--- src/rtl/core/aifp_pkg.sv ---
// Package for the ASCII integer field parser: item, result and state types,
// parse modes, field sizes and per-size limits. No dependencies.
`timescale 1ns / 1ps

package aifp_pkg;

	localparam int CH_W    = 8;
	localparam int SEL_W   = 2;
	localparam int VALUE_W = 32;
	localparam int COUNT_W = 4;

	typedef enum logic [1:0] {
		MODE_IDLE = 2'd0,
		MODE_DEC  = 2'd1,
		MODE_HEX  = 2'd2
	} aifp_mode_t;

	typedef enum logic [1:0] {
		SIZE_8  = 2'd0,
		SIZE_16 = 2'd1,
		SIZE_32 = 2'd2
	} aifp_size_t;

	localparam logic [CH_W-1:0] CH_ZERO    = 8'h30;
	localparam logic [CH_W-1:0] CH_NINE    = 8'h39;
	localparam logic [CH_W-1:0] CH_A_LOW   = 8'h61;
	localparam logic [CH_W-1:0] CH_F_LOW   = 8'h66;
	localparam logic [CH_W-1:0] CH_H_LOW   = 8'h68;
	localparam logic [CH_W-1:0] CH_H_UP    = 8'h48;
	localparam logic [3:0]      HEX_LETTER_ADJ = 4'd9;

	typedef struct packed {
		logic [CH_W-1:0]  ch;
		logic             start_req;
		logic [SEL_W-1:0] size_sel;
	} aifp_item_t;

	typedef struct packed {
		logic [VALUE_W-1:0] value;
		logic               ok;
		logic [COUNT_W-1:0] digit_count;
		logic               is_hex;
	} aifp_result_t;

	typedef struct packed {
		aifp_mode_t         mode;
		aifp_size_t         size;
		logic [COUNT_W-1:0] digits;
		logic [VALUE_W-1:0] acc;
	} aifp_state_t;

	function automatic logic [COUNT_W-1:0] dec_max(input aifp_size_t s);
		case (s)
			SIZE_8:  dec_max = 4'd3;
			SIZE_16: dec_max = 4'd6;
			default: dec_max = 4'd10;
		endcase
	endfunction

	function automatic logic [COUNT_W-1:0] hex_max(input aifp_size_t s);
		case (s)
			SIZE_8:  hex_max = 4'd2;
			SIZE_16: hex_max = 4'd4;
			default: hex_max = 4'd8;
		endcase
	endfunction

	function automatic logic [VALUE_W-1:0] width_mask(input aifp_size_t s);
		case (s)
			SIZE_8:  width_mask = 32'h0000_00FF;
			SIZE_16: width_mask = 32'h0000_FFFF;
			default: width_mask = 32'hFFFF_FFFF;
		endcase
	endfunction

endpackage

--- src/rtl/core/aifp_in_if.sv ---
// Character channel: valid/ready with one character beat.
// Depends on aifp_pkg.
`timescale 1ns / 1ps

interface aifp_in_if import aifp_pkg::*; ();
	logic             valid;
	logic             ready;
	logic [CH_W-1:0]  ch;
	logic             start_req;
	logic [SEL_W-1:0] size_sel;

	modport source (output valid, ch, start_req, size_sel, input ready);
	modport sink   (input valid, ch, start_req, size_sel, output ready);
endinterface

--- src/rtl/core/aifp_out_if.sv ---
// Result channel: valid/ready with one parsed-field beat.
// Depends on aifp_pkg.
`timescale 1ns / 1ps

interface aifp_out_if import aifp_pkg::*; ();
	logic               valid;
	logic               ready;
	logic [VALUE_W-1:0] value;
	logic               ok;
	logic [COUNT_W-1:0] digit_count;
	logic               is_hex;

	modport source (output valid, value, ok, digit_count, is_hex, input ready);
	modport sink   (input valid, value, ok, digit_count, is_hex, output ready);
endinterface

--- src/rtl/core/aifp_step.sv ---
// Next-state and result logic for one character of a numeric field.
// Purely combinational; depends on aifp_pkg.
`timescale 1ns / 1ps

module aifp_step import aifp_pkg::*; (
	input  aifp_item_t   item,
	input  aifp_state_t  cur,
	output aifp_state_t  nxt,
	output logic         res_valid,
	output aifp_result_t res
);

	aifp_state_t        eff;
	logic               is_dec;
	logic               is_letter;
	logic               is_digit;
	logic               full;
	logic [3:0]         nib;
	logic [VALUE_W-1:0] acc_dec;
	logic [VALUE_W-1:0] acc_hex;
	aifp_size_t         sel_size;

	assign is_dec    = (item.ch >= CH_ZERO) && (item.ch <= CH_NINE);
	assign is_letter = (item.ch >= CH_A_LOW) && (item.ch <= CH_F_LOW);
	assign sel_size  = (item.size_sel == 2'd3) ? SIZE_32 : aifp_size_t'(item.size_sel);

	// acc*10+nib as two shifts and two adds
	assign acc_dec = {eff.acc[VALUE_W-4:0], 3'b000} + {eff.acc[VALUE_W-2:0], 1'b0}
		+ {{(VALUE_W-4){1'b0}}, nib};
	assign acc_hex = {eff.acc[VALUE_W-5:0], nib};

	always_comb begin
		eff = cur;
		if (item.start_req) begin
			eff.size   = sel_size;
			eff.digits = '0;
			eff.acc    = '0;
			eff.mode   = MODE_DEC;
		end
		is_digit = (eff.mode == MODE_HEX) ? (is_dec || is_letter) : is_dec;
		full     = (eff.mode == MODE_HEX) ? (eff.digits >= hex_max(eff.size))
			: (eff.digits >= dec_max(eff.size));
		nib      = (eff.mode == MODE_HEX && is_letter) ? item.ch[3:0] + HEX_LETTER_ADJ
			: item.ch[3:0];
	end

	always_comb begin
		nxt       = eff;
		res_valid = 1'b0;
		res.value       = eff.acc;
		res.ok          = 1'b0;
		res.digit_count = eff.digits;
		res.is_hex      = (eff.mode == MODE_HEX);
		if (item.start_req && (item.ch == CH_H_LOW || item.ch == CH_H_UP)) begin
			nxt.mode = MODE_HEX;
		end else if (eff.mode == MODE_DEC || eff.mode == MODE_HEX) begin
			if (!is_digit || full) begin
				res_valid  = 1'b1;
				res.ok     = is_digit ? 1'b0 : (eff.digits != '0);
				nxt.mode   = MODE_IDLE;
				nxt.digits = '0;
				nxt.acc    = '0;
			end else begin
				nxt.acc    = ((eff.mode == MODE_HEX) ? acc_hex : acc_dec)
					& width_mask(eff.size);
				nxt.digits = eff.digits + 4'd1;
			end
		end else begin
			nxt = cur;
		end
	end

endmodule

--- src/rtl/core/ascii_integer_field_parser_core.sv ---
// ASCII integer field parser: top level with input register, field state
// and result register. Depends on aifp_pkg, aifp_in_if, aifp_out_if, aifp_step.
`timescale 1ns / 1ps

// Usage:
//   item   : one ASCII character per beat. start_req=1 opens a new field and
//            size_sel (0=8, 1=16, 2 or 3=32 bit) fixes its width. A leading
//            'h'/'H' selects hex (lower-case digits), else decimal.
//   result : one beat per finished field: value, ok, digit_count, is_hex.
//            The character that ends a field is consumed by it; characters
//            outside a field are dropped with no result.
// Path: an accepted character is captured in the input register, then parsed
//   into the field state; its result beat, if any, goes to the result register.
// Throughput: one character per cycle while no result waits on result.ready. The
//   field state is updated through the accumulate path (acc*10+d or acc<<4|d).
// Reset: arst_n clears the input and result valid flags and returns the
//   parser to idle with an empty accumulator.
// Stall: while a result waits on result.ready, the character in the input
//   register is held; item.ready stays high until that register is full.
module ascii_integer_field_parser_core import aifp_pkg::*; (
	input  logic              clk,
	input  logic              arst_n,
	aifp_in_if.sink           item,
	aifp_out_if.source        result
);

	// input stage
	logic         valid_s1;
	aifp_item_t   item_s1;

	// field state and result register
	aifp_state_t  st_q;
	aifp_state_t  st_nxt;
	logic         out_valid_q;
	aifp_result_t out_q;

	logic         step_valid;
	aifp_result_t step_res;
	logic         adv;

	// the stage-1 character is parsed when the result slot is free or draining
	assign adv        = valid_s1 && (!out_valid_q || result.ready);
	assign item.ready = !valid_s1 || adv;

	always_ff @(posedge clk or negedge arst_n) begin
		if (!arst_n) begin
			valid_s1 <= 1'b0;
		end else if (item.ready) begin
			valid_s1 <= item.valid;
		end
	end

	always_ff @(posedge clk) begin
		if (item.ready && item.valid) begin
			item_s1.ch        <= item.ch;
			item_s1.start_req <= item.start_req;
			item_s1.size_sel  <= item.size_sel;
		end
	end

	aifp_step u_step (
		.item      (item_s1),
		.cur       (st_q),
		.nxt       (st_nxt),
		.res_valid (step_valid),
		.res       (step_res)
	);

	always_ff @(posedge clk or negedge arst_n) begin
		if (!arst_n) begin
			st_q.mode   <= MODE_IDLE;
			st_q.size   <= SIZE_8;
			st_q.digits <= '0;
			st_q.acc    <= '0;
		end else if (adv) begin
			st_q <= st_nxt;
		end
	end

	always_ff @(posedge clk or negedge arst_n) begin
		if (!arst_n) begin
			out_valid_q <= 1'b0;
		end else if (!out_valid_q || result.ready) begin
			out_valid_q <= adv && step_valid;
		end
	end

	always_ff @(posedge clk) begin
		if (adv && step_valid) begin
			out_q <= step_res;
		end
	end

	assign result.valid       = out_valid_q;
	assign result.value       = out_q.value;
	assign result.ok          = out_q.ok;
	assign result.digit_count = out_q.digit_count;
	assign result.is_hex      = out_q.is_hex;

`ifndef SYNTHESIS
	// a field that emitted a result leaves the parser idle and empty
	a_idle_after_result: assert property (@(posedge clk) disable iff (!arst_n)
		adv && step_valid |=> st_q.mode == MODE_IDLE && st_q.acc == '0)
		else $error("parser not idle after result");

	// digit count never passes the 32-bit decimal limit
	a_digits_bound: assert property (@(posedge clk) disable iff (!arst_n)
		st_q.digits <= 4'd10)
		else $error("digit count out of range");

	// an 8-bit field keeps its accumulator within 8 bits
	a_acc_width: assert property (@(posedge clk) disable iff (!arst_n)
		st_q.size == SIZE_8 |-> st_q.acc[VALUE_W-1:8] == '0)
		else $error("accumulator exceeds field width");

	// a good field always carries at least one digit
	a_ok_digits: assert property (@(posedge clk) disable iff (!arst_n)
		result.valid && result.ok |-> result.digit_count != '0)
		else $error("ok result with no digits");
`endif

endmodule
--- src/flat_wrapper.sv ---
// flat-port wrapper written by rule: the top's interface ports become plain ports
module ascii_integer_field_parser_core_flat import aifp_pkg::*;
  (clk, arst_n, item_valid, item_ch, item_start_req, item_size_sel, item_ready, result_valid, result_value, result_ok, result_digit_count, result_is_hex, result_ready);
  aifp_in_if item_i ();
  aifp_out_if result_i ();
  input  logic clk;
  input  logic arst_n;
  input wire logic [$bits(item_i.valid)-1:0] item_valid;
  input wire logic [$bits(item_i.ch)-1:0] item_ch;
  input wire logic [$bits(item_i.start_req)-1:0] item_start_req;
  input wire logic [$bits(item_i.size_sel)-1:0] item_size_sel;
  output wire logic [$bits(item_i.ready)-1:0] item_ready;
  output wire logic [$bits(result_i.valid)-1:0] result_valid;
  output wire logic [$bits(result_i.value)-1:0] result_value;
  output wire logic [$bits(result_i.ok)-1:0] result_ok;
  output wire logic [$bits(result_i.digit_count)-1:0] result_digit_count;
  output wire logic [$bits(result_i.is_hex)-1:0] result_is_hex;
  input wire logic [$bits(result_i.ready)-1:0] result_ready;
  assign item_i.valid = item_valid;
  assign item_i.ch = item_ch;
  assign item_i.start_req = item_start_req;
  assign item_i.size_sel = item_size_sel;
  assign item_ready = item_i.ready;
  assign result_valid = result_i.valid;
  assign result_value = result_i.value;
  assign result_ok = result_i.ok;
  assign result_digit_count = result_i.digit_count;
  assign result_is_hex = result_i.is_hex;
  assign result_i.ready = result_ready;
  ascii_integer_field_parser_core u_core (.clk(clk), .arst_n(arst_n), .item(item_i), .result(result_i));
endmodule
--- config.mk ---
export PLATFORM = sky130hd
export DESIGN_NAME = ascii_integer_field_parser_core_flat
export DESIGN_NICKNAME = d
export VERILOG_FILES = /design/src/rtl/core/aifp_pkg.sv /design/src/rtl/core/aifp_in_if.sv /design/src/rtl/core/aifp_out_if.sv /design/src/rtl/core/aifp_step.sv /design/src/rtl/core/ascii_integer_field_parser_core.sv /design/src/flat_wrapper.sv
export SDC_FILE = /design/constraint.sdc
export NUM_CORES = 1
export LEC_CHECK = 0
export ABC_AREA = 1
export BUFFER_PORTS_ARGS = -buffer_cell sky130_fd_sc_hd__buf_2
export CAP_MARGIN = 20
export CORE_MARGIN = 4
export CORE_UTILIZATION = 40
export CTS_CLUSTER_SIZE = 40
export DETAILED_ROUTE_END_ITERATION = 8
export SLEW_MARGIN = 40
export SYNTH_ARGS = -nofsm -noshare
export SYNTH_HDL_FRONTEND = slang
export SYNTH_SLANG_ARGS = --single-unit
--- constraint.sdc ---
create_clock -name clk -period 7.55 [get_ports clk]
set_clock_uncertainty 0.15 [all_clocks]
set_input_delay 0 -clock clk [delete_from_list [all_inputs] [get_ports clk]]
set_output_delay 0 -clock clk [all_outputs]
set_load 0.1 [all_outputs]
==> results.md <==
* Fraction of layout instances using a drive strength above 1 at 0.0854
* Setup repair bufs after CTS at 0
* Die extent in x at 138 um
* Clock latency at the later pin of the worst-skew pair at 360 ps
* Antenna violations before repair at 0
* Area of the mapped netlist at 6740 sq um
* Total number of clock tree sinks at 91
* Number of max-slew violations in the final report at 0
* Number of top-level pins at 55
* Shortest clock period the worst path allows after layout at 4090 ps
* CTS H-Tree Depth at 3
* Run status: completed
* DRC violation count after routing at 0
* Power per cell area at 203 nW/um^2
* Area share of the largest cell type after synthesis at 0.218
* Core ar. at 16,500 sq um
* Routed wire length at 16,900 um
* Setup crit end kind: flip-flop
* Static power due to leakage at 4.23 nW
* Number of buffers inserted during clock tree synthesis at 9
* Slew @ Worst Pin at 569 ps
* Final Hold Vio Count at 0
* Period Utilization, post-route at 0.542
* Clock buffer depth at 2
* Data arrival time of the worst path at 4190 ps
* Number of synthesized register bits at 91
* Die Y at 138 um
* ANT cells at 0
* Post-detail-place hpwl at 12,700 um
* Layout Area Growth over Synthesis at 14.2%
* Vias per std cell at 4.76
* Slew HR at 0.620
* Synthesized Nets at 1,030
* Largest net degree at the start of global routing at 48
* I/O Buffers at 54
* Reg clk slew, reported paths at 70 ps
* TritonCTS clock tree: built
* Fin cells at 1,239
* Area of the die at 19,000 sq um
* Required time of the worst setup path at 7650 ps
* Cells taking the most area after synthesis: edfxtp_1, nand2_1, dfrtp_1, ha_1, inv_1
* Type of origin of the critical path: flip-flop
* First-pass GRT wire length at 28,100 um
* Mean post-synth cell area at 7.14 sq um
* Unrepaired setup endpoints after global routing: no
* Starting density of the core at 0.408
* Final weighted congestion in routability-driven placement at 0.951
* Std cell rows at 47
* Sequential fraction of the synthesis area at 0.374
* Total number of vias at 5,900
* Number of library cell types mapped by synthesis at 34
* Total gr overflow at 0
* Antenna-violating nets left at 0
* Highest ir drop seen on vdd at 0.269 mV
* Total placed cells including tap cells at 1,207
* Initial drt markers at 338
* Final core utilization at 0.466
* Count of maximum capacitance violations at 0
* Final TNS setup at 0 ps
* Maximum clock frequency at 245 MHz
* Number of global-route vias before repair at 5,746
* Total power consumption of the routed design at 1.56 mW
* Startpoint-to-endpoint class of the critical path: reg2reg
* CP max FO at 47
* Worst hold path type: in2async
* Root Buffer: clkbuf_16
* # setup viols final at 0
* Detailed-route wire length per cell at 13.6 um
* Total of warnings raised by yosys at 0
* Number of iterations in the first detailed-routing pass at 5
* Number of standard cells after synthesis at 944
* # nets final at 1,100
* Overall global routing resource usage at 0.190
* Dominant cell type by area after synthesis: edfxtp_1
## synth_stat cells (all sizes together)
cell type	number
o22ai	5
inv	173
edfxtp	49
a21oi	19
o21bai	2
xnor2	7
o21ai	35
xor2	5
clkinv	1
a21boi	1
nand4	7
nand3b	4
nor3	2
nand2	332
dfrtp	42
nor2	96
nor3b	1
buf	4
a31oi	1
ha	69
fa	2
nand3	70
a21o	1
clkbuf	12
or2	4
## registers in the layout, indices dropped and copies added (netlist names)
name	flops
u_core.item_s1	11
u_core.valid_s1	1
u_core.result.value	32
u_core.result.valid	1
u_core.result.is_hex	1
u_core.st_q	40
u_core.result.ok	1
u_core.result.digit_count	4
## area by class of cell
| type | instances | area (sq um) |
|---|---|---|
| clock buffer | 10 | 239 |
| clock inverter | 6 | 40.0 |
| fill | 1662 | 8830 |
| inverter | 174 | 654 |
| multi-input combinational | 663 | 3500 |
| sequential | 91 | 2520 |
| tap | 220 | 275 |
| timing repair buffer | 75 | 470 |
## what timing repair did
item	CTS	global route
hold buffers	16	0
endpoints found under the hold margin	55	0
gates resized for setup	0	0
## critical path, cell delays in order (launching register included)
cell and delay [ps]:
edfxtp_1 360, buf_4 290, nor2_1 210, ha_1 210, nand2_2 80, nor2_4 110
nand4_4 120, nor2_1 140, xor2_1 200, inv_1 60, ha_1 270, ha_1 260
fa_1 460, nand3_1 110, nand3_1 150, nand3_1 110, nand3_1 140, or2_2 300
nand3_1 70, nand2_1 60, nand2_1 50, nand2_1 40
## where the power goes
part           switching, mW  total [mW]  internal [mW]
registers             0.0175       0.609          0.591
logic                  0.432       0.513         0.0810
clock network          0.208       0.440          0.233
## metrics by stage
stage / cell area [sq um] / hold slack (ps) / setup slack [ps]
after detailed placement: 7260 / -98.0 / 3460
after global placement: 7260 / 26.1 / 3600
after global routing: 7700 / 123 / 3120
after CTS: 7700 / 53.6 / 3450
final: 7700 / 23.2 / 3460
after floorplan: 6740 / -446 / 3660
## layout by cell type, fill, tap and decap left out, types with 2 or more instances in the layout
master,count
a21oi_1,18
buf_2,53
buf_4,6
clkbuf_16,9
clkinv_2,3
clkinv_4,2
dfrtp_1,42
dlygate4sd3_1,16
edfxtp_1,49
fa_1,2
ha_1,69
inv_1,173
nand2_1,331
nand3_1,69
nand3b_1,4
nand4_1,6
nor2_1,93
nor2_4,2
nor3_1,2
o21ai_0,32
o21ai_1,2
o21bai_1,2
o22ai_1,5
or2_2,4
xnor2_1,7
xor2_1,5
## cells by family after synthesis
group | after synthesis | share of synthesized area
xor+xnor | 12 | 0.0156
fa+ha+maj | 71 | 0.134
compound gates | 64 | 0.0523
flops | 91 | 0.374
buf+inv | 190 | 0.107
simple gates | 516 | 0.317
## path summary, 6_finish.rpt
kind / startpoint / end / slack, ps / depth (start not counted)
worst max-delay path: u_core.item_s1[2] / u_core.st_q[14] / 3460 / 21
worst min-delay path: arst_n / u_core.st_q[35] / 20 / 2
worst max register to register: u_core.item_s1[2] / u_core.st_q[14] / 3460 / 21
worst min register to register: u_core.st_q[33] / u_core.st_q[33] / 330 / 2
max in group asynchronous: arst_n / u_core.st_q[10] / 6830 / 2
min in group clk: item_size_sel[0] / u_core.item_s1[0] / 200 / 2
## routing by layer
layer | track usage | routed length [um] | up-vias
met5 | 0 | 0 | -
met4 | 0.0724 | 388 | 0
met3 | 0.0226 | 825 | 28
met2 | 0.304 | 7520 | 118
met1 | 0.263 | 8140 | 2667
li1 | - | - | 3087
(Power assumes the default switching activity.)
